==> src/hdl/assert_macros.svh <==
// Assertion macros shared by the UART register block modules.
`ifndef ASSERT_MACROS_SVH
`define ASSERT_MACROS_SVH

// Expression holds at every clock edge outside reset.
`define URB_ASSERT_ALWAYS(lbl, clk, rst_n, expr) \
  lbl: assert property (@(posedge clk) disable iff (!(rst_n)) (expr)) \
    else $error("assertion failed");

// Antecedent implies consequent in the same cycle.
`define URB_ASSERT_IMPL(lbl, clk, rst_n, ante, cons) \
  lbl: assert property (@(posedge clk) disable iff (!(rst_n)) (ante) |-> (cons)) \
    else $error("assertion failed");

// Antecedent implies consequent in the next cycle.
`define URB_ASSERT_NEXT(lbl, clk, rst_n, ante, cons) \
  lbl: assert property (@(posedge clk) disable iff (!(rst_n)) (ante) |=> (cons)) \
    else $error("assertion failed");

`endif

==> src/hdl/urb_pkg.sv <==
// Types, constants and register map of the UART register block.
`timescale 1ns / 1ps
`default_nettype none
package urb_pkg;

  localparam int FIFO_DEPTH = 3;
  localparam int CNT_W      = $clog2(FIFO_DEPTH + 1);
  localparam int IDX_W      = (FIFO_DEPTH > 1) ? $clog2(FIFO_DEPTH) : 1;

  localparam int MODE_W = 3;
  localparam int OFFS_W = 4;
  localparam int BYTE_W = 8;

  typedef enum logic [MODE_W-1:0] {
    MODE_READ       = 3'd0,
    MODE_WRITE      = 3'd1,
    MODE_RX_BYTE    = 3'd2,
    MODE_TICK       = 3'd3,
    MODE_CONNECT    = 3'd4,
    MODE_DISCONNECT = 3'd5
  } urb_mode_t;

  // Register word offsets
  localparam logic [OFFS_W-1:0] REG_MODE     = 4'd0;
  localparam logic [OFFS_W-1:0] REG_STATUS   = 4'd1;
  localparam logic [OFFS_W-1:0] REG_COMMAND  = 4'd2;
  localparam logic [OFFS_W-1:0] REG_DATA     = 4'd3;
  localparam logic [OFFS_W-1:0] REG_IPCR     = 4'd4;
  localparam logic [OFFS_W-1:0] REG_ISR      = 4'd5;
  localparam logic [OFFS_W-1:0] REG_BAUD_HI  = 4'd6;
  localparam logic [OFFS_W-1:0] REG_BAUD_LO  = 4'd7;
  localparam logic [OFFS_W-1:0] REG_HOLE_LO  = 4'd8;
  localparam logic [OFFS_W-1:0] REG_HOLE_HI  = 4'd11;
  localparam logic [OFFS_W-1:0] REG_IVR      = 4'd12;
  localparam logic [OFFS_W-1:0] REG_IP       = 4'd13;

  // Command register fields
  localparam logic [2:0] MISC_CLR_MODE_PTR = 3'd1;
  localparam logic [2:0] MISC_CLR_RX       = 3'd2;
  localparam logic [2:0] MISC_CLR_TX       = 3'd3;
  localparam logic [1:0] TXC_ENABLE        = 2'd1;
  localparam logic [1:0] TXC_DISABLE       = 2'd2;

  localparam logic [BYTE_W-1:0] RX_ESCAPE = 8'hFF;
  localparam logic [BYTE_W-1:0] RX_NULL   = 8'h00;
  localparam logic [1:0]        ESC_SKIP  = 2'd2;

  typedef struct packed {
    logic [MODE_W-1:0] mode;
    logic [OFFS_W-1:0] reg_offset;
    logic [BYTE_W-1:0] write_data;
    logic [BYTE_W-1:0] rx_byte;
  } urb_item_t;

  typedef struct packed {
    logic [BYTE_W-1:0] read_data;
    logic              access_ok;
    logic              tx_valid;
    logic [BYTE_W-1:0] tx_data;
    logic              irq_request;
    logic [BYTE_W-1:0] irq_vector;
  } urb_result_t;

  typedef struct packed {
    logic              push;
    logic              pop;
    logic [BYTE_W-1:0] push_data;
  } urb_fifo_ctl_t;

  typedef struct packed {
    logic [BYTE_W-1:0] head;
    logic              full_after_push;
    logic              empty_after_pop;
  } urb_fifo_stat_t;

endpackage
`default_nettype wire

==> src/hdl/urb_in_if.sv <==
// Input channel of the UART register block.
`timescale 1ns / 1ps
`default_nettype none
interface urb_in_if;
  logic                      valid;
  logic                      ready;
  logic [urb_pkg::MODE_W-1:0] mode;
  logic [urb_pkg::OFFS_W-1:0] reg_offset;
  logic [urb_pkg::BYTE_W-1:0] write_data;
  logic [urb_pkg::BYTE_W-1:0] rx_byte;

  modport source(output valid, mode, reg_offset, write_data, rx_byte, input ready);
  modport sink(input valid, mode, reg_offset, write_data, rx_byte, output ready);
endinterface
`default_nettype wire

==> src/hdl/urb_out_if.sv <==
// Result channel of the UART register block.
`timescale 1ns / 1ps
`default_nettype none
interface urb_out_if;
  logic                      valid;
  logic                      ready;
  logic [urb_pkg::BYTE_W-1:0] read_data;
  logic                      access_ok;
  logic                      tx_valid;
  logic [urb_pkg::BYTE_W-1:0] tx_data;
  logic                      irq_request;
  logic [urb_pkg::BYTE_W-1:0] irq_vector;

  modport source(output valid, read_data, access_ok, tx_valid, tx_data, irq_request,
                 irq_vector, input ready);
  modport sink(input valid, read_data, access_ok, tx_valid, tx_data, irq_request,
               irq_vector, output ready);
endinterface
`default_nettype wire

==> src/hdl/uart_register_block.sv <==
// Top level of the UART register block: input register, register logic, result register.
// One word is accepted per clock cycle when the result side keeps up. Each word is
// captured in an input register, applied to the register state in one pass of
// combinational logic, and its result word is held in a result register and presented
// from there. A stalled result holds the result register and then the input register;
// the block takes a new word whenever the input register is empty or is advancing in
// the same cycle. Every input word yields exactly one result word, in order. The
// receive FIFO holds three bytes.
`timescale 1ns / 1ps
`default_nettype none
module uart_register_block (
  input  wire logic  clk,
  input  wire logic  rst_n,
  urb_in_if.sink     in_chan,
  urb_out_if.source  out_chan
);

  logic                 in_valid_r;
  urb_pkg::urb_item_t   in_item_r;
  logic                 out_valid_r;
  urb_pkg::urb_result_t out_res_r;
  urb_pkg::urb_result_t result;
  logic                 advance;

  // advance the held word when the result register is free or draining
  assign advance       = in_valid_r && (!out_valid_r || out_chan.ready);
  assign in_chan.ready = !in_valid_r || advance;

  urb_regs u_regs (
    .clk   (clk),
    .rst_n (rst_n),
    .step  (advance),
    .item  (in_item_r),
    .result(result)
  );

  always_ff @(posedge clk) begin
    if (!rst_n) begin
      in_valid_r  <= 1'b0;
      out_valid_r <= 1'b0;
    end else begin
      if (in_chan.ready) begin
        in_valid_r <= in_chan.valid;
      end
      if (advance) begin
        out_valid_r <= 1'b1;
      end else if (out_chan.ready) begin
        out_valid_r <= 1'b0;
      end
    end
  end

  always_ff @(posedge clk) begin
    if (in_chan.ready && in_chan.valid) begin
      in_item_r.mode       <= in_chan.mode;
      in_item_r.reg_offset <= in_chan.reg_offset;
      in_item_r.write_data <= in_chan.write_data;
      in_item_r.rx_byte    <= in_chan.rx_byte;
    end
    if (advance) begin
      out_res_r <= result;
    end
  end

  assign out_chan.valid       = out_valid_r;
  assign out_chan.read_data   = out_res_r.read_data;
  assign out_chan.access_ok   = out_res_r.access_ok;
  assign out_chan.tx_valid    = out_res_r.tx_valid;
  assign out_chan.tx_data     = out_res_r.tx_data;
  assign out_chan.irq_request = out_res_r.irq_request;
  assign out_chan.irq_vector  = out_res_r.irq_vector;

endmodule
`default_nettype wire

==> src/hdl/urb_rx_fifo.sv <==
// Receive FIFO: shift-down byte queue with fill count.
`timescale 1ns / 1ps
`default_nettype none
`include "assert_macros.svh"
module urb_rx_fifo (
  input  wire logic                    clk,
  input  wire logic                    rst_n,
  input  wire urb_pkg::urb_fifo_ctl_t  ctl,
  output urb_pkg::urb_fifo_stat_t      stat
);

  logic [urb_pkg::BYTE_W-1:0] entry_r [urb_pkg::FIFO_DEPTH];
  logic [urb_pkg::CNT_W-1:0]  count_r;
  logic [urb_pkg::CNT_W-1:0]  count_nxt;
  logic                       room;

  assign room = (count_r < urb_pkg::CNT_W'(urb_pkg::FIFO_DEPTH));

  always_comb begin
    count_nxt = count_r;
    if (ctl.push && room) begin
      count_nxt = count_r + 1'b1;
    end else if (ctl.pop && (count_r != '0)) begin
      count_nxt = count_r - 1'b1;
    end
  end

  // status from the current count only, so it never depends on the control word
  assign stat.head            = entry_r[0];
  assign stat.full_after_push = (count_r >= urb_pkg::CNT_W'(urb_pkg::FIFO_DEPTH - 1));
  assign stat.empty_after_pop = (count_r <= urb_pkg::CNT_W'(1));

  always_ff @(posedge clk) begin
    if (!rst_n) begin
      count_r <= '0;
      for (int i = 0; i < urb_pkg::FIFO_DEPTH; i++) begin
        entry_r[i] <= '0;
      end
    end else begin
      count_r <= count_nxt;
      if (ctl.pop) begin
        // shift down; the last entry keeps its value
        for (int i = 0; i < urb_pkg::FIFO_DEPTH - 1; i++) begin
          entry_r[i] <= entry_r[i+1];
        end
      end else if (ctl.push && room) begin
        entry_r[count_r[urb_pkg::IDX_W-1:0]] <= ctl.push_data;
      end
    end
  end

  `URB_ASSERT_ALWAYS(a_count_bound, clk, rst_n,
                     count_r <= urb_pkg::CNT_W'(urb_pkg::FIFO_DEPTH))
  `URB_ASSERT_NEXT(a_pop_dec, clk, rst_n, ctl.pop && !ctl.push && (count_r != '0),
                   count_r == $past(count_r) - 1'b1)

endmodule
`default_nettype wire

==> src/hdl/urb_regs.sv <==
// Register file and event logic: one item in, one result out per step.
`timescale 1ns / 1ps
`default_nettype none
`include "assert_macros.svh"
module urb_regs (
  input  wire logic                clk,
  input  wire logic                rst_n,
  input  wire logic                step,
  input  wire urb_pkg::urb_item_t  item,
  output urb_pkg::urb_result_t     result
);

  urb_pkg::urb_fifo_ctl_t  fifo_ctl;
  urb_pkg::urb_fifo_stat_t fifo_stat;

  logic rx_ready_r, rx_ready_nxt;
  logic fifo_full_r, fifo_full_nxt;
  logic isr_rx_ready_r, isr_rx_ready_nxt;
  logic rx_irq_on_full_r, rx_irq_on_full_nxt;
  logic mode_ptr_r, mode_ptr_nxt;
  logic [urb_pkg::BYTE_W-1:0] tx_hold_r, tx_hold_nxt;
  logic tx_ready_r, tx_ready_nxt;
  logic tx_empty_r, tx_empty_nxt;
  logic isr_tx_ready_r, isr_tx_ready_nxt;
  logic tx_enabled_r, tx_enabled_nxt;
  logic mask_tx_ready_r, mask_tx_ready_nxt;
  logic mask_rx_r, mask_rx_nxt;
  logic [urb_pkg::BYTE_W-1:0] baud_high_r, baud_high_nxt;
  logic [urb_pkg::BYTE_W-1:0] baud_low_r, baud_low_nxt;
  logic [urb_pkg::BYTE_W-1:0] int_vector_r, int_vector_nxt;
  logic cts_inactive_r, cts_inactive_nxt;
  logic change_of_state_r, change_of_state_nxt;
  logic line_connected_r, line_connected_nxt;
  logic [1:0] escape_skip_r, escape_skip_nxt;
  logic irq_level_r, irq_level_nxt;

  logic [urb_pkg::BYTE_W-1:0] rdata;
  logic                       ok;
  logic                       txv;
  logic [urb_pkg::BYTE_W-1:0] txd;
  logic                       push;
  logic                       pop;

  urb_rx_fifo u_rx_fifo (
    .clk  (clk),
    .rst_n(rst_n),
    .ctl  (fifo_ctl),
    .stat (fifo_stat)
  );

  assign fifo_ctl.push      = step && push;
  assign fifo_ctl.pop       = step && pop;
  assign fifo_ctl.push_data = item.rx_byte;

  always_comb begin
    rx_ready_nxt        = rx_ready_r;
    fifo_full_nxt       = fifo_full_r;
    isr_rx_ready_nxt    = isr_rx_ready_r;
    rx_irq_on_full_nxt  = rx_irq_on_full_r;
    mode_ptr_nxt        = mode_ptr_r;
    tx_hold_nxt         = tx_hold_r;
    tx_ready_nxt        = tx_ready_r;
    tx_empty_nxt        = tx_empty_r;
    isr_tx_ready_nxt    = isr_tx_ready_r;
    tx_enabled_nxt      = tx_enabled_r;
    mask_tx_ready_nxt   = mask_tx_ready_r;
    mask_rx_nxt         = mask_rx_r;
    baud_high_nxt       = baud_high_r;
    baud_low_nxt        = baud_low_r;
    int_vector_nxt      = int_vector_r;
    cts_inactive_nxt    = cts_inactive_r;
    change_of_state_nxt = change_of_state_r;
    line_connected_nxt  = line_connected_r;
    escape_skip_nxt     = escape_skip_r;
    irq_level_nxt       = irq_level_r;
    rdata = '0;
    ok    = 1'b0;
    txv   = 1'b0;
    txd   = '0;
    push  = 1'b0;
    pop   = 1'b0;

    case (item.mode)
      urb_pkg::MODE_READ: begin
        ok = 1'b1;
        case (item.reg_offset)
          urb_pkg::REG_MODE: begin
            rdata = '0;
          end
          urb_pkg::REG_STATUS: begin
            rdata = {4'b0, tx_empty_r, tx_ready_r, fifo_full_r, rx_ready_r};
          end
          urb_pkg::REG_DATA: begin
            rdata = fifo_stat.head;
            pop   = 1'b1;
            if (fifo_stat.empty_after_pop) begin
              rx_ready_nxt = 1'b0;
            end
            fifo_full_nxt    = 1'b0;
            isr_rx_ready_nxt = rx_irq_on_full_r ? 1'b0 : rx_ready_nxt;
          end
          urb_pkg::REG_IPCR: begin
            rdata = {1'b0, change_of_state_r, 5'b0, cts_inactive_r};
            change_of_state_nxt = 1'b0;
          end
          urb_pkg::REG_ISR: begin
            rdata = {6'b0, isr_rx_ready_r, isr_tx_ready_r};
          end
          urb_pkg::REG_BAUD_HI: rdata = baud_high_r;
          urb_pkg::REG_BAUD_LO: rdata = baud_low_r;
          urb_pkg::REG_IVR:     rdata = int_vector_r;
          urb_pkg::REG_IP:      rdata = {7'b0, !line_connected_r};
          default: begin
            ok = 1'b0;
          end
        endcase
      end
      urb_pkg::MODE_WRITE: begin
        ok = 1'b1;
        case (item.reg_offset) inside
          urb_pkg::REG_MODE: begin
            if (!mode_ptr_r) begin
              rx_irq_on_full_nxt = item.write_data[6];
              mode_ptr_nxt       = 1'b1;
            end
          end
          urb_pkg::REG_COMMAND: begin
            // misc command first, then transmitter command
            case (item.write_data[6:4])
              urb_pkg::MISC_CLR_MODE_PTR: mode_ptr_nxt = 1'b0;
              urb_pkg::MISC_CLR_RX: begin
                fifo_full_nxt = 1'b0;
                rx_ready_nxt  = 1'b0;
              end
              urb_pkg::MISC_CLR_TX: begin
                tx_enabled_nxt   = 1'b0;
                tx_empty_nxt     = 1'b0;
                tx_ready_nxt     = 1'b0;
                isr_tx_ready_nxt = 1'b0;
              end
              default: ;
            endcase
            if ((item.write_data[3:2] == urb_pkg::TXC_ENABLE) && !tx_enabled_nxt) begin
              tx_enabled_nxt   = 1'b1;
              tx_empty_nxt     = 1'b1;
              tx_ready_nxt     = 1'b1;
              isr_tx_ready_nxt = 1'b1;
            end else if ((item.write_data[3:2] == urb_pkg::TXC_DISABLE) && tx_enabled_nxt) begin
              tx_enabled_nxt   = 1'b0;
              tx_empty_nxt     = 1'b0;
              tx_ready_nxt     = 1'b0;
              isr_tx_ready_nxt = 1'b0;
            end
          end
          urb_pkg::REG_DATA: begin
            tx_hold_nxt      = item.write_data;
            tx_ready_nxt     = 1'b0;
            isr_tx_ready_nxt = 1'b0;
            tx_empty_nxt     = 1'b0;
          end
          urb_pkg::REG_ISR: begin
            mask_rx_nxt       = item.write_data[1];
            mask_tx_ready_nxt = item.write_data[0];
          end
          urb_pkg::REG_BAUD_HI: baud_high_nxt  = item.write_data;
          urb_pkg::REG_BAUD_LO: baud_low_nxt   = item.write_data;
          urb_pkg::REG_IVR:     int_vector_nxt = item.write_data;
          [urb_pkg::REG_HOLE_LO:urb_pkg::REG_HOLE_HI]: begin
            ok = 1'b0;
          end
          default: ;
        endcase
      end
      urb_pkg::MODE_RX_BYTE: begin
        if (line_connected_r) begin
          if (escape_skip_r != '0) begin
            escape_skip_nxt = escape_skip_r - 1'b1;
          end else if (item.rx_byte == urb_pkg::RX_ESCAPE) begin
            escape_skip_nxt = urb_pkg::ESC_SKIP;
          end else if (item.rx_byte != urb_pkg::RX_NULL) begin
            // drop the byte when full, but refresh the flags
            push             = 1'b1;
            rx_ready_nxt     = 1'b1;
            fifo_full_nxt    = fifo_full_r || fifo_stat.full_after_push;
            isr_rx_ready_nxt = rx_irq_on_full_r ? fifo_full_nxt : 1'b1;
          end
        end
      end
      urb_pkg::MODE_TICK: begin
        if (line_connected_r) begin
          if (tx_enabled_r && !tx_ready_r) begin
            txv              = 1'b1;
            txd              = tx_hold_r;
            tx_empty_nxt     = 1'b1;
            tx_ready_nxt     = 1'b1;
            isr_tx_ready_nxt = 1'b1;
          end
          irq_level_nxt = (mask_tx_ready_r && tx_ready_nxt) ||
                          (mask_rx_r && (rx_irq_on_full_r ? fifo_full_r : rx_ready_r));
        end
      end
      urb_pkg::MODE_CONNECT: begin
        line_connected_nxt  = 1'b1;
        cts_inactive_nxt    = 1'b0;
        change_of_state_nxt = 1'b1;
        escape_skip_nxt     = '0;
      end
      urb_pkg::MODE_DISCONNECT: begin
        line_connected_nxt  = 1'b0;
        cts_inactive_nxt    = 1'b1;
        change_of_state_nxt = 1'b0;
        escape_skip_nxt     = '0;
      end
      default: ;
    endcase
  end

  assign result.read_data   = rdata;
  assign result.access_ok   = ok;
  assign result.tx_valid    = txv;
  assign result.tx_data     = txd;
  assign result.irq_request = irq_level_nxt;
  assign result.irq_vector  = irq_level_nxt ? int_vector_nxt : '0;

  always_ff @(posedge clk) begin
    if (!rst_n) begin
      rx_ready_r        <= 1'b0;
      fifo_full_r       <= 1'b0;
      isr_rx_ready_r    <= 1'b0;
      rx_irq_on_full_r  <= 1'b0;
      mode_ptr_r        <= 1'b0;
      tx_hold_r         <= '0;
      tx_ready_r        <= 1'b0;
      tx_empty_r        <= 1'b0;
      isr_tx_ready_r    <= 1'b0;
      tx_enabled_r      <= 1'b0;
      mask_tx_ready_r   <= 1'b0;
      mask_rx_r         <= 1'b0;
      baud_high_r       <= '0;
      baud_low_r        <= '0;
      int_vector_r      <= '0;
      cts_inactive_r    <= 1'b1;
      change_of_state_r <= 1'b0;
      line_connected_r  <= 1'b0;
      escape_skip_r     <= '0;
      irq_level_r       <= 1'b0;
    end else if (step) begin
      rx_ready_r        <= rx_ready_nxt;
      fifo_full_r       <= fifo_full_nxt;
      isr_rx_ready_r    <= isr_rx_ready_nxt;
      rx_irq_on_full_r  <= rx_irq_on_full_nxt;
      mode_ptr_r        <= mode_ptr_nxt;
      tx_hold_r         <= tx_hold_nxt;
      tx_ready_r        <= tx_ready_nxt;
      tx_empty_r        <= tx_empty_nxt;
      isr_tx_ready_r    <= isr_tx_ready_nxt;
      tx_enabled_r      <= tx_enabled_nxt;
      mask_tx_ready_r   <= mask_tx_ready_nxt;
      mask_rx_r         <= mask_rx_nxt;
      baud_high_r       <= baud_high_nxt;
      baud_low_r        <= baud_low_nxt;
      int_vector_r      <= int_vector_nxt;
      cts_inactive_r    <= cts_inactive_nxt;
      change_of_state_r <= change_of_state_nxt;
      line_connected_r  <= line_connected_nxt;
      escape_skip_r     <= escape_skip_nxt;
      irq_level_r       <= irq_level_nxt;
    end
  end

  `URB_ASSERT_IMPL(a_full_has_data, clk, rst_n, fifo_full_r, rx_ready_r)
  `URB_ASSERT_ALWAYS(a_tx_flags_agree, clk, rst_n,
                     (tx_ready_r == tx_empty_r) && (tx_ready_r == isr_tx_ready_r))

endmodule
`default_nettype wire

==> src/flat_wrapper.sv <==
// flat-port wrapper written by rule: the top's interface ports become plain ports
module uart_register_block_flat 
  (clk, rst_n, in_chan_valid, in_chan_mode, in_chan_reg_offset, in_chan_write_data, in_chan_rx_byte, in_chan_ready, out_chan_valid, out_chan_read_data, out_chan_access_ok, out_chan_tx_valid, out_chan_tx_data, out_chan_irq_request, out_chan_irq_vector, out_chan_ready);
  urb_in_if in_chan_i ();
  urb_out_if out_chan_i ();
  input  wire logic clk;
  input  wire logic rst_n;
  input wire logic [$bits(in_chan_i.valid)-1:0] in_chan_valid;
  input wire logic [$bits(in_chan_i.mode)-1:0] in_chan_mode;
  input wire logic [$bits(in_chan_i.reg_offset)-1:0] in_chan_reg_offset;
  input wire logic [$bits(in_chan_i.write_data)-1:0] in_chan_write_data;
  input wire logic [$bits(in_chan_i.rx_byte)-1:0] in_chan_rx_byte;
  output wire logic [$bits(in_chan_i.ready)-1:0] in_chan_ready;
  output wire logic [$bits(out_chan_i.valid)-1:0] out_chan_valid;
  output wire logic [$bits(out_chan_i.read_data)-1:0] out_chan_read_data;
  output wire logic [$bits(out_chan_i.access_ok)-1:0] out_chan_access_ok;
  output wire logic [$bits(out_chan_i.tx_valid)-1:0] out_chan_tx_valid;
  output wire logic [$bits(out_chan_i.tx_data)-1:0] out_chan_tx_data;
  output wire logic [$bits(out_chan_i.irq_request)-1:0] out_chan_irq_request;
  output wire logic [$bits(out_chan_i.irq_vector)-1:0] out_chan_irq_vector;
  input wire logic [$bits(out_chan_i.ready)-1:0] out_chan_ready;
  assign in_chan_i.valid = in_chan_valid;
  assign in_chan_i.mode = in_chan_mode;
  assign in_chan_i.reg_offset = in_chan_reg_offset;
  assign in_chan_i.write_data = in_chan_write_data;
  assign in_chan_i.rx_byte = in_chan_rx_byte;
  assign in_chan_ready = in_chan_i.ready;
  assign out_chan_valid = out_chan_i.valid;
  assign out_chan_read_data = out_chan_i.read_data;
  assign out_chan_access_ok = out_chan_i.access_ok;
  assign out_chan_tx_valid = out_chan_i.tx_valid;
  assign out_chan_tx_data = out_chan_i.tx_data;
  assign out_chan_irq_request = out_chan_i.irq_request;
  assign out_chan_irq_vector = out_chan_i.irq_vector;
  assign out_chan_i.ready = out_chan_ready;
  uart_register_block u_core (.clk(clk), .rst_n(rst_n), .in_chan(in_chan_i), .out_chan(out_chan_i));
endmodule
==> config.mk <==
export PLATFORM = sky130hd
export DESIGN_NAME = uart_register_block_flat
export DESIGN_NICKNAME = d
export VERILOG_FILES = /design/src/hdl/urb_pkg.sv /design/src/hdl/urb_in_if.sv /design/src/hdl/urb_out_if.sv /design/src/hdl/uart_register_block.sv /design/src/hdl/urb_rx_fifo.sv /design/src/hdl/urb_regs.sv /design/src/flat_wrapper.sv
export VERILOG_INCLUDE_DIRS = /design/src /design/src/hdl
export SDC_FILE = /design/constraint.sdc
export NUM_CORES = 1
export LEC_CHECK = 0
export BUFFER_PORTS_ARGS = -buffer_cell sky130_fd_sc_hd__buf_4
export CORE_MARGIN = 4
export CORE_UTILIZATION = 27
export CTS_CLUSTER_SIZE = 25
export DETAILED_ROUTE_END_ITERATION = 16
export PLACE_DENSITY = 0.49
export SYNTH_ARGS = -nofsm -noshare
export SYNTH_HDL_FRONTEND = slang
export SYNTH_SLANG_ARGS = --single-unit
==> constraint.sdc <==
create_clock -name clk -period 6.4 [get_ports clk]
set_input_delay 0.64 -clock clk [delete_from_list [all_inputs] [get_ports clk]]
set_output_delay 0.64 -clock clk [all_outputs]
set_load 0.1 [all_outputs]
After elaboration in Yosys (flattened, before gate mapping)
Memory sizes are Yosys's and may differ from the RTL's.
Index checks and enable logic that the tools add are counted.
W data, S select, Z words.
{"block": "totals", "output_inout_bits": 29, "regBits": 102, "wordCells": 239, "memories": 1, "in_bits": 27, "ramBits": 24}
{"block": "classes", "order_cmp": 5, "muxes": 101, "add_sub_neg": 3, "eq_ne": 34, "n_reduce_logical": 55, "bitwise": 8}
{"memory": "u_core.u_regs.u_rx_fifo.entry_r", "words": 3, "width": 8, "rd": 3, "rd_clocked_by_memory_dff": 0, "write_ports": 3, "line": "urb_rx_fifo.sv:12", "text": "logic [urb_pkg::BYTE_W-1:0] entry_r [urb_pkg::FIFO_DEPTH];"}
{"cell": "$mux W8", "count": 11}
{"cell": "$mux W1", "count": 73}
{"cell": "$pmux W8 S8", "count": 1}
{"cell": "$reduce_and A7 Y1", "count": 3}
{"cell": "$reduce_bool A2 Y1", "count": 10}
{"cell": "$ne A2 B2 Y1 const B", "count": 9}
{"cell": "$eq A4 B3 Y1 const B", "count": 4}
{"cell": "$reduce_and A4 Y1", "count": 4}
{"cell": "$eq A3 B2 Y1 const B", "count": 4}
{"cell": "$logic_and A1 B1 Y1", "count": 12}
{"cell": "$mux W2", "count": 6}
{"cell": "$pmux W1 S2", "count": 6}
{"cell": "$reduce_and A6 Y1", "count": 2}
{"cell": "$reduce_and A10 Y1", "count": 1}
{"cell": "$pmux W1 S3", "count": 3}
{"cell": "$reduce_or A9 Y1", "count": 1}
{"cell": "$eq A4 B2 Y1 const B", "count": 2}
{"cell": "$eq A4 B4 Y1 const B", "count": 2}
{"cell": "$eq A8 B8 Y1 const B", "count": 1}
{"cell": "$reduce_and A8 Y1", "count": 1}
{"cell": "$reduce_bool A8 Y1", "count": 1}
{"cell": "$reduce_or A8 Y1", "count": 1}
{"cell": "$eq A3 B1 Y1 const B", "count": 2}
{"cell": "$eq A3 B3 Y1 const B", "count": 2}
{"cell": "25 further kinds", "count": 44}

Depth between registers and ports, before layout
Gate-level depths: netlist of run 1.
{"block": "logic_depth", "ltp_word": 14, "ltp_mapped": 8}

Modules after synthesis
From an unflattened synthesis of run 1, not the netlist that was laid out.
{"block": "unflattened", "hier_cells": 503, "area_unflattened_um2": 5566.6}
{"module": "urb_regs", "seq_area_each_um2": 960.9, "area_per_inst_um2": 2785.2, "instances": 1, "cells_per_inst": 364}
{"module": "uart_register_block", "seq_area_each_um2": 1541.5, "area_per_inst_um2": 1605.3, "instances": 1, "cells_per_inst": 59}
{"module": "urb_rx_fifo", "seq_area_each_um2": 760.7, "area_per_inst_um2": 1176.1, "instances": 1, "cells_per_inst": 80}

Worst setup path before layout of run 1
Ideal clock, no wire load.
{"block": "synth_path", "path_kind": "register -> register", "startpoint": "register u_core.out_valid_r, in the netlist u_core.out_chan.valid", "endpoint": "register u_core.in_item_r[0] (netlist bit) (enable)", "slack_ps": 3408, "t_required_ps": 6044, "path_stages_with_launch": 4, "period_less_slack_ps": 2992, "arrival_ps": 2636, "setup_ps": 356, "cell_sequence": "dfxtp_1 > nor2b_1 > nand2_1 > and2_1"}
{"block": "synth_via", "elab_chain_len": 5}
{"item": "from (decl)", "line": "uart_register_block.sv:20", "text": "logic out_valid_r;"}
{"item": "from (signal assigned)", "line": "uart_register_block.sv:40", "text": "out_valid_r <= 1'b0;"}
{"item": "from (signal assigned)", "line": "uart_register_block.sv:46", "text": "out_valid_r <= 1'b1;"}
{"item": "from (signal assigned)", "line": "uart_register_block.sv:48", "text": "out_valid_r <= 1'b0;"}
{"item": "$logic_not A1 Y1", "line": "uart_register_block.sv:26", "text": "assign advance = in_valid_r && (!out_valid_r || out_chan.ready);"}
{"item": "$logic_or A1 B1 Y1", "line": "uart_register_block.sv:26"}
{"item": "$logic_and A1 B1 Y1", "line": "uart_register_block.sv:26"}
{"item": "$logic_or A1 B1 Y1", "line": "uart_register_block.sv:27", "text": "assign in_chan.ready = !in_valid_r || advance;"}
{"item": "net in_chan_ready", "line": "flat_wrapper.sv:13", "text": "output wire logic [$bits(in_chan_i.ready)-1:0] in_chan_ready;"}
{"item": "$logic_and A1 B1 Y1", "line": "uart_register_block.sv:54", "text": "if (in_chan.ready && in_chan.valid) begin"}
{"item": "to (decl)", "line": "uart_register_block.sv:19", "text": "urb_pkg::urb_item_t in_item_r;"}
The timed path passes the listed nets, and every way through them passes these cells.
A chain may end at the register's enable or synchronous reset.

Final worst setup path of run 1
{"block": "layout_path", "startpoint": "register u_core.in_item_r[18] (netlist bit)", "endpoint": "register u_core.u_regs.baud_high_r[3] (netlist bit)"}
{"block": "layout_via", "elab_chain_len": 3, "word_cells_on_any_way": 10, "classes_between": "eq/ne: 4; bitwise: 4; reduce/logical: 2"}
{"item": "$eq A4 B3 Y1 (tied with other cells)"}
{"item": "$not A1 Y1 (no source line)"}
{"item": "$reduce_and A7 Y1 (no source line) *"}
{"item": "to (signal assigned)", "line": "urb_regs.sv:260", "text": "baud_high_r <= baud_high_nxt;"}
{"item": "to (decl)", "line": "urb_regs.sv:28", "text": "logic [urb_pkg::BYTE_W-1:0] baud_high_r, baud_high_nxt;"}
Mark *: on every way between the ends. The rest lies on a longest branch, timed or not.

==> run summary, run 1 <==
Slowest stage cell, crit path: edfxtp_1
CTS clock-pin slew for the worst setup and hold paths: 60 ps
Clk_skew: 4.93 ps
Initial antenna violation count: 0
Share of flip-flops with an asynchronous set or reset: 0%
Syn Nets: 530
Compound-Gate Fraction of Synth Area: 12.7%
P_leak: 2.47 nW
Worst setup EP type: register
Worst Hold Class: in2reg
Drt total wl: 13.9 mm
Yosys reg bits: 126
# port buffers: 55
Top delay family on crit path: simple AND/OR/NAND/NOR gates
Final WS setup: 3520 ps
Clock Latency Late Sink: 410 ps
GRT Residual Overflow: 0
Period utilization: 45.0%
Main combinational cell family by area after synthesis: simple AND/OR/NAND/NOR gates
Final instance area: 0.00687 mm²
Top cell by count, worst path: nand2_1
WS Path Type: reg2reg
Ys flop type: edfxtp_1
Root buffer cell: clkbuf_16
Final max-slew violation count: 0
Die Width: 153 µm
Tightest Pin Transition: 1070 ps
Yosys warns: 0
DP Wirelength: 9.74 mm
Max-cap violations: 0
Setup violators final: 0
Area leader, netlist: edfxtp_1
GRT Util Overall: 11.9%
Mapped cell area: 0.00569 mm²
Clock Sinks: 126
Slew HR: 28.9%
Post-synthesis mux area share: 6.80%
Top Ports: 56
DP Area: 0.00628 mm²
Die Y: 153 µm
Max incr delay on CP: 930 ps
Vias in the first global route: 4165
Vias/cell: 4.98
RSZ-0062 raised after global routing: no
CTS HTree Levels: 4
Commonest non-fill, non-tap cell in the layout: edfxtp_1
Worst setup SP type: register
Placer Congestion: 0.801
Total Neg Setup Slack: 0 ps
Fmax: 347 MHz
Final core utilization: 33.5%
Share of cells above drive strength 1: 20.3%
Netlist cell types: 67
Status: complete, no violations
Fill cell count: 2050
Setup bufs post-CTS: 0
Post-synthesis sequential area ratio: 57.4%
Area grow syn2layout: 20.9%
Drt first pass iters: 6
Iter 0 DRT Violations: 301
CTS Buf Count: 17
CTS tree: built
Placement Setup Slack: 3410 ps
Initial core utilization: 27.7%
Crit path cell chain: nand2b_1 > nor3b_2 > nand2_1 > nand2_1 > a21oi_1
Top fanout value on the critical path: 24
Power per Cell Area: 291 mW/mm²
Post-detailed-route count of antenna-violating nets: 0
Post-synth EDFFs: 74
Most frequent cells in the layout: edfxtp_1, buf_4, dfxtp_1
Total number of vias: 4102
First-pass GRT wire length: 22.0 mm
Cell Rows: 52
Final nets: 574
Hold Vio Cnt, Final: 0
Diodes inserted: 0
Mean post-synth cell area: 11.4 µm²
Adder-cell area share of the yosys netlist: 1.32%
Cells after synthesis: 497
Longest Clk Path Bufs: 2
Synth top area share: 39.1%
VDD IR max: 0.000181 V
Crit path time final: 2880 ps
Hold-fix buffers, CTS: 0
Routed len/inst: 16.9 µm
DIE AREA: 0.0234 mm²
Drt drc: 0
Synth area leaders: edfxtp_1, dfxtp_1, mux2i_1
WP buf/inv: 0
Core box area: 0.0205 mm²
Synth Area in Simple Gates: 18.2%
Worst path required time: 6640 ps
XOR/XNOR share of the synthesized area: 0%
Largest net degree at the start of global routing: 50
Crit path arrival time: 3120 ps
Post_cts resized: 0
-- layout make-up --
class | instances | area [µm²] | area share [%]
Sequential cell | 126 | 3260 | 47.5
Multi-Input combinational cell | 330 | 2220 | 32.3
Clock buffer | 17 | 425 | 6.19
Timing Repair Buffer | 56 | 420 | 6.12
Tap cell | 270 | 338 | 4.92
Clock inverter | 14 | 170 | 2.48
Inverter | 10 | 37.5 | 0.546
-- report_power, final --
| part | switching (mW) | internal [mW] | total (mW) |
|---|---|---|---|
| Sequential | 0.0322 | 0.881 | 0.914 |
| Combinational | 0.0903 | 0.0340 | 0.124 |
| Clock | 0.349 | 0.610 | 0.959 |
-- per-stage QoR --
step                instances  hold WS, ps  total power [mW]
finish                    823          404              2.00
global route              823          378              2.07
CTS                       823          375              2.03
detailed placement        792          445              1.06
global placement          792          442              1.05
floorplan                 497          432              1.01
-- cells in the mapped netlist (all sizes together) (2+ instances only) --
master,number
inv,10
a21oi,37
a222oi,4
o21ai,16
and3,9
and3b,2
or4b,2
mux2i,33
ha,6
a32o,16
buf,13
nand2,37
nor4,4
edfxtp,74
nand2b,7
a221oi,2
nand3,27
nor2b,7
a211oi,3
nor4b,2
a31oi,4
or3,3
nor2,49
clkbuf,18
nand3b,3
dfxtp,52
nor3,4
or4,3
a22o,4
o31ai,5
and2,10
a32oi,2
nor3b,4
a21o,3
mux2,5
nand4,4
-- state kept, by name, summed over array words and instances, names as in the netlist, 8 cells and up --
register,flops
u_core.u_regs.int_vector_r,8
u_core.u_regs.baud_low_r,8
u_core.u_regs.u_rx_fifo.entry_r,24
u_core.u_regs.baud_high_r,8
u_core.u_regs.tx_hold_r,8
u_core.in_item_r,23
u_core.out_chan.read_data,8
u_core.out_chan.irq_vector,8
u_core.out_chan.tx_data,8
-- final timing paths --
| check | cells past startpoint | to | startpoint | slack, ps |
|---|---|---|---|---|
| worst min-delay path | 1 | u_core.in_item_r[10] | in_chan_write_data[2] | 400 |
| worst max-delay path | 5 | u_core.u_regs.baud_high_r[3] | u_core.in_item_r[18] | 3520 |
| worst max register to register | 5 | u_core.u_regs.baud_high_r[3] | u_core.in_item_r[18] | 3520 |
| worst min register to register | 2 | u_core.u_regs.tx_hold_r[1] | u_core.u_regs.tx_hold_r[1] | 450 |
-- metal layers --
metal / vias up / wire length, µm / track usage, %
li1: 1956 / - / -
met1: 1980 / 6480 / 15.6
met2: 131 / 6270 / 18.0
met3: 35 / 711 / 3.59
met4: 0 / 427 / 6.07
met5: - / 0 / 0
-- worst register-to-register path: stages, from the launching register on --
cell	delay, ps
edfxtp_1	930
nand2b_1	290
nor3b_2	830
nand2_1	390
nand2_1	180
a21oi_1	100
-- cells by family after synthesis --
| family | Yosys count |
|---|---|
| AND/OR/NAND/NOR | 182 |
| flip-flops | 126 |
| AO/OA/AOI/OAI | 104 |
| buffers and inverters | 41 |
| multiplexers | 38 |
| adder cells (fa/ha/maj) | 6 |
(Power assumes the default switching activity.)
==> run 2: changes to the inputs <==
--- a/config.mk
+++ b/config.mk
@@ -6,6 +6,7 @@
 export SDC_FILE = /design/constraint.sdc
 export NUM_CORES = 1
 export LEC_CHECK = 0
+export ABC_AREA = 1
 export BUFFER_PORTS_ARGS = -buffer_cell sky130_fd_sc_hd__buf_4
 export CORE_MARGIN = 4
 export CORE_UTILIZATION = 27
==> constraint.sdc (replaced) <==
create_clock -name clk -period 2.9 [get_ports clk]
set_input_delay 0.29 -clock clk [delete_from_list [all_inputs] [get_ports clk]]
set_output_delay 0.29 -clock clk [all_outputs]
set_load 0.1 [all_outputs]
==> run summary, run 2 <==
Status: complete, no violations
Clock Latency Late Sink: 420 ps (about the same)
Main combinational cell family by area after synthesis: simple AND/OR/NAND/NOR gates
VDD IR max: 0.000400 V (+120%)
DP Wirelength: 9.83 mm (+0.96%)
Drt total wl: 13.4 mm (-3.4%)
Routed len/inst: 13.7 µm (-19%)
Final nets: 729 (+27%)
Area grow syn2layout: 23.4%
CTS clock-pin slew for the worst setup and hold paths: 60 ps (about the same)
Slew HR: 38.0% (+9.1 points)
Max-cap violations: 0 (unchanged)
Placer Congestion: 0.826 (+3.1%)
Post-synthesis mux area share: 0% (-6.8 points)
Largest registers: u_core.u_regs.u_rx_fifo.entry_r x24, u_core.in_item_r x23
Yosys reg bits: 126 (unchanged)
Post-synthesis sequential area ratio: 57.2% (-0.19 points)
Most frequent cells in the layout: nand2_1, inv_1, nor2_1
DIE AREA: 0.0235 mm² (+0.31%)
Worst path required time: 2990 ps (-3650 ps)
Root buffer cell: clkbuf_16
Post-detailed-route count of antenna-violating nets: 0 (unchanged)
Drt first pass iters: 4 (-2)
Syn Nets: 667 (+26%)
Fmax: 495 MHz (+42%)
# port buffers: 55 (unchanged)
Total Neg Setup Slack: 0 ps (unchanged)
Top fanout value on the critical path: 9 (-63%)
Register-to-Register Path Depth: 9 (+4)
Vias/cell: 4.36 (-12%)
Ys flop type: edfxtp_1
Synth Area in Simple Gates: 18.6% (+0.36 points)
Worst setup SP type: register
Area leader, netlist: edfxtp_1
Worst R2R Start: u_core.in_item_r[20]
Longest Clk Path Bufs: 2 (unchanged)
Hold-fix buffers, CTS: 0 (unchanged)
Reg with most FFs: u_core.u_regs.u_rx_fifo.entry_r
Mapped cell area: 0.00570 mm² (+0.33%)
Netlist cell types: 38 (-43%)
Diodes inserted: 0 (unchanged)
Setup violators final: 0 (unchanged)
Worst setup EP type: register
Hold Vio Cnt, Final: 0 (unchanged)
P_leak: 2.84 nW (+15%)
CP startpoint: u_core.in_item_r[20]
Inst Count DP: 947 (+20%)
Largest net degree at the start of global routing: 37 (-26%)
First-pass GRT wire length: 21.8 mm (-1.1%)
Power per Cell Area: 666 mW/mm² (+130%)
Synth top cells by count: nand2_1, inv_1, nor2_1, edfxtp_1, dfxtp_1
Non-filler cells, final: 979 (+19%)
Mean post-synth cell area: 9.00 µm² (-21%)
Commonest non-fill, non-tap cell in the layout: nand2_1
Yosys warns: 0 (unchanged)
WS Path Type: reg2reg
Largest register FFs: 24 (unchanged)
Core box area: 0.0205 mm² (unchanged)
CTS Buf Count: 17 (unchanged)
Fill cell count: 2110 (+2.9%)
Period utilization: 69.7% (+25 points)
Post_cts resized: 0 (unchanged)
Crit path to: u_core.u_regs.u_rx_fifo.entry_r[2][1]
Cell Rows: 52 (unchanged)
XOR/XNOR share of the synthesized area: 0% (unchanged)
RSZ-0062 raised after global routing: no
Vias in the first global route: 4053 (-2.7%)
Worst Hold Class: in2reg
Synth area leaders: edfxtp_1, dfxtp_1, nand2_1
Adder-cell area share of the yosys netlist: 1.32% (-0.0043 points)
GRT Util Overall: 11.8% (-0.13 points)
Crit path time final: 2020 ps (-858 ps)
Iter 0 DRT Violations: 259 (-14%)
Drt drc: 0 (unchanged)
Flop2flop setup slack: 880 ps (-2640 ps)
CTS HTree Levels: 4 (unchanged)
Synth top area share: 39.0% (-0.13 points)
Top-count cell post-synth: nand2_1
Post-synth EDFFs: 74 (unchanged)
Worst flop-to-flop path endpoint: u_core.u_regs.u_rx_fifo.entry_r[2][1]
Total number of vias: 4272 (+4.1%)
Crit path arrival time: 2110 ps (-1010 ps)
Share of flip-flops with an asynchronous set or reset: 0% (unchanged)
Setup bufs post-CTS: 0 (unchanged)
Die Y: 153 µm (+0.16%)
Share of cells above drive strength 1: 17.5% (-2.8 points)
Compound-Gate Fraction of Synth Area: 14.5% (+1.8 points)
CTS tree: built
Clk_skew: 11.6 ps (+6.64 ps)
Cells after synthesis: 634 (+28%)
GRT Residual Overflow: 0 (unchanged)
Tightest Pin Transition: 929 ps (-138 ps)
Die Width: 153 µm (+0.16%)
Initial antenna violation count: 0 (unchanged)
Final max-slew violation count: 0 (unchanged)
Top Ports: 56 (unchanged)
Initial core utilization: 27.8% (+0.092 points)
Clock Sinks: 126 (unchanged)
-- run 2: changes by cell type after synthesis, sizes merged, moves of 16 or more --
cell / before / now
inv: 10 / 98
nand2: 37 / 110
o21ai: 16 / 78
nor2: 49 / 94
mux2i: 33 / 0
a32o: 16 / 0
-- run 2: final cells by class --
cell class | instances | area, µm² | area share (%)
Multi-Input combinational cell | 393 | 1970 | 28.0
Inverter | 100 | 389 | 5.53
Timing Repair Buffer | 58 | 435 | 6.19
Sequential cell | 126 | 3260 | 46.4
Tap cell | 270 | 338 | 4.80
Clock inverter | 13 | 211 | 3.00
Clock buffer | 19 | 433 | 6.15
-- run 2: power by group --
group          internal (mW)  switching (mW)  leakage [nW]
sequential              1.96          0.0375          1.16
clock                   1.53           0.796         0.312
combinational         0.0929           0.273          1.37
-- run 2: stage by stage --
step           setup slack (ps)  utilization, %  hold WS [ps]  power (mW)  cell area [µm²]
2_1_floorplan               368               -           389        2.29             5710
4_1_cts                     854            34.3          23.7        4.74             7040
5_1_grt                     685            34.3          21.2        4.85             7040
6_report                    879            34.3          47.3        4.69             7040
3_5_place_dp                793            31.2           441        2.40             6390
3_3_place_gp                821            31.2           435        2.40             6390
-- run 2: worst min-delay path by stage --
stage                           startpoint  depth (start not counted)                          end  slack, ps
2_1_floorplan           in_chan_rx_byte[0]                          0          u_core.in_item_r[0]        390
3_3_place_gp   u_core.u_regs.baud_low_r[2]                          2  u_core.u_regs.baud_low_r[2]        430
3_5_place_dp   u_core.u_regs.baud_low_r[2]                          2  u_core.u_regs.baud_low_r[2]        440
4_1_cts              in_chan_write_data[5]                          1         u_core.in_item_r[13]         20
5_1_grt              in_chan_write_data[4]                          1         u_core.in_item_r[12]         20
6_report             in_chan_reg_offset[1]                          1         u_core.in_item_r[17]         50
-- run 2: kinds of logic after synthesis --
group                    Yosys count
AND/OR/NAND/NOR                  234
AO/OA/AOI/OAI                    153
adder cells (fa/ha/maj)            6
flip-flops                       126
buffers and inverters            115
-- run 2: layer usage --
metal	track usage (%)	vias to the layer above	wire length, µm
li1	-	2221	-
met1	16.7	1948	6800
met2	17.0	83	5700
met3	3.39	20	575
met4	4.84	0	325
met5	0	-	0
-- run 2: worst max-delay path, cell delays in order, from the launching register on --
cell and delay [ps]:
edfxtp_1 420, inv_1 160, nand3_2 150, inv_2 140, o21ai_2 80, inv_2 50, nand2_2 80, nor2_4 180
nand2_2 150, nand2_1 280
==> run 3: changes to the inputs <==
--- a/config.mk
+++ b/config.mk
@@ -6,7 +6,7 @@
 export SDC_FILE = /design/constraint.sdc
 export NUM_CORES = 1
 export LEC_CHECK = 0
-export ABC_AREA = 1
+export ABC_AREA = 0
 export BUFFER_PORTS_ARGS = -buffer_cell sky130_fd_sc_hd__buf_4
 export CORE_MARGIN = 4
 export CORE_UTILIZATION = 27
==> constraint.sdc (replaced) <==
create_clock -name clk -period 1.9 [get_ports clk]
set_input_delay 0.19 -clock clk [delete_from_list [all_inputs] [get_ports clk]]
set_output_delay 0.19 -clock clk [all_outputs]
set_load 0.1 [all_outputs]
==> run summary, run 3 (synthesis gave the netlist of run 1 again) <==
Status: finished, violations left
Failing checks: setup timing
Max incr delay on CP: 550 ps (+130 ps)
Vias in the first global route: 4506 (+11%)
Die Y: 153 µm (-0.16%)
Worst Hold Class: in2reg
DP Area: 0.00686 mm² (+7.3%)
Longest Clk Path Bufs: 2 (unchanged)
Iter 0 DRT Violations: 330 (+27%)
Top delay family on crit path: simple AND/OR/NAND/NOR gates
WP buf/inv: 1 (-2)
Register-to-Register Path Depth: 6 (-3)
P_leak: 3.09 nW (+8.9%)
Share of cells above drive strength 1: 34.8% (+17 points)
Tightest Pin Transition: 371 ps (-558 ps)
DIE AREA: 0.0234 mm² (-0.31%)
DP Wirelength: 10.6 mm (+8.2%)
Met3 Track Usage GR: 3.05% (-0.34 points)
HP Start: out_chan_ready
Hold path endpoint: u_core.out_chan.valid
Area grow syn2layout: 42.9%
Top fanout value on the critical path: 8 (-1)
Flop2flop setup slack: -70 ps (-950 ps)
Placer Congestion: 0.801 (-3.0%)
CTS HTree Levels: 4 (unchanged)
Reg with most FFs: u_core.u_regs.u_rx_fifo.entry_r
Final max-slew violation count: 0 (unchanged)
Worst R2R Start: u_core.in_item_r[4]
Fill cell count: 1983 (-6.0%)
Crit path cell chain: or4_4 > nor2_4 > nor4_4 > nor2b_4 > buf_6 > a32o_1
Final core utilization: 39.6% (+5.3 points)
# port buffers: 55 (unchanged)
Largest register FFs: 24 (unchanged)
Routed len/inst: 16.1 µm (+18%)
WS Path Type: reg2reg
Clk_skew: 8.27 ps (-3.30 ps)
Grt met1 use: 16.3% (-0.37 points)
Drt drc: 0 (unchanged)
Cell Rows: 52 (unchanged)
Max-cap violations: 0 (unchanged)
Drt first pass iters: 5 (+1)
Worst setup SP type: register
Crit path arrival time: 2130 ps (+20 ps)
Worst flop-to-flop path endpoint: u_core.u_regs.u_rx_fifo.entry_r[0][3]
GRT Residual Overflow: 0 (unchanged)
Initial core utilization: 27.7% (-0.092 points)
GRT Util Overall: 12.9% (+1.0 points)
Worst hold path depth: 4 (+3)
GR Layer Usage met2: 21.3% (+4.3 points)
Most frequent cells in the layout: buf_4, edfxtp_1, dfxtp_1
CTS Buf Count: 17 (unchanged)
Largest registers: u_core.u_regs.u_rx_fifo.entry_r x24, u_core.in_item_r x23
First-pass GRT wire length: 23.9 mm (+9.5%)
Worst setup EP type: register
VDD IR max: 0.000636 V (+59%)
Total number of vias: 4517 (+5.7%)
Slowest stage cell, crit path: or4_4
Post-detailed-route count of antenna-violating nets: 0 (unchanged)
Final nets: 687 (-5.8%)
Hold Vio Cnt, Final: 0 (unchanged)
Die Width: 153 µm (-0.16%)
Clock Sinks: 126 (unchanged)
Period utilization: 104% (+34 points)
Initial antenna violation count: 0 (unchanged)
Crit path time final: 1970 ps (-49.8 ps)
Fmax: 507 MHz (+2.5%)
Clock Latency Late Sink: 420 ps (about the same)
Setup violators final: 24 (+24)
Root buffer cell: clkbuf_16
RSZ-0062 raised after global routing: yes
CTS clock-pin slew for the worst setup and hold paths: 60 ps (about the same)
Largest net degree at the start of global routing: 45 (+22%)
Vias/cell: 4.82 (+10%)
Diodes inserted: 0 (unchanged)
CTS tree: built
Top Ports: 56 (unchanged)
Drt total wl: 15.1 mm (+13%)
Final instance area: 0.00812 mm² (+15%)
Worst path required time: 2060 ps (-930 ps)
Power per Cell Area: 858 mW/mm² (+29%)
Core box area: 0.0205 mm² (unchanged)
Commonest non-fill, non-tap cell in the layout: buf_4
Slew HR: 75.2% (+37 points)
Global routing's busiest layer: met2
Final WS setup: -70.7 ps (-950 ps)
[run 3: cell types whose count changed in the layout (fill, tap and decap cells not counted), sizes merged, moves of 9 or more]
cell         before  now
inv             100   12
buf              58  144
nand2           110   37
o21ai            78   16
nor2             94   49
mux2i             0   33
dlygate4sd3       0   24
a32o              0   16
a21oi            51   37
and2              0   10
and3              0    9
[run 3: layout make-up]
cell class | count | area [µm²] | share of cell area (%)
clock buffers | 20 | 468 | 5.76
clock inverters | 12 | 134 | 1.65
inverters | 10 | 45.0 | 0.555
multi-input cells | 330 | 2400 | 29.6
flip-flops and latches | 126 | 3270 | 40.2
well taps | 270 | 338 | 4.16
repair buffers | 169 | 1470 | 18.1
[run 3: how the worst max path moves through the flow]
| stage | start | to | slack [ps] | depth (start not counted) |
|---|---|---|---|---|
| final | u_core.in_item_r[4] | u_core.u_regs.u_rx_fifo.entry_r[0][3] | -70 | 6 |
| after global routing | u_core.in_item_r[5] | u_core.u_regs.u_rx_fifo.entry_r[2][4] | -130 | 8 |
| after CTS | u_core.in_item_r[5] | u_core.u_regs.u_rx_fifo.entry_r[0][3] | -40 | 6 |
| after detailed placement | u_core.in_item_r[3] | u_core.u_regs.u_rx_fifo.entry_r[0][3] | -100 | 6 |
| after global placement | u_core.in_item_r[3] | u_core.u_regs.u_rx_fifo.entry_r[0][5] | -50 | 6 |
| after floorplan | u_core.in_item_r[20] | u_core.u_regs.u_rx_fifo.entry_r[2][0] | -250 | 8 |
[run 3: per-layer routing]
| layer | vias up | wire length, µm | part of all wire, % |
|---|---|---|---|
| met3 | 10 | 752 | 5.0 |
| met1 | 2179 | 6760 | 45 |
| li1 | 2192 | - | - |
| met4 | 0 | 208 | 1.4 |
| met2 | 136 | 7350 | 49 |
| met5 | - | 0 | 0 |
[run 3: metrics by stage]
stage                     std cells  worst slack [ps]  TNS (ps)  power [mW]  hold slack [ps]
final                           937             -70.7      -772        6.97              110
after floorplan                 497              -245     -4280        3.41              289
after CTS                       918             -39.9      -532        6.98             98.9
after global placement          858             -48.6     -1570        3.64              368
after global routing            937              -126     -3280        7.20              122
after detailed placement        858             -96.0     -3970        3.65              369
[run 3: power breakdown]
| group | switching, mW | internal (mW) |
|---|---|---|
| registers | 0.0478 | 2.97 |
| clock network | 1.22 | 2.05 |
| logic | 0.421 | 0.266 |
[run 3: timing repair]
action,CTS,global route
cloned,0,2
pin swaps,5,20
buffers inserted,4,18
hold buffers,24,0
setup endpoints to repair,65,102
gates resized for setup,17,39
endpoints found under the hold margin,24,0
[run 3: tightest hold or removal path: stages]
cell and delay (ps):
buf_4 90, nor2b_2 70, nor2_1 100, nor2_1 40
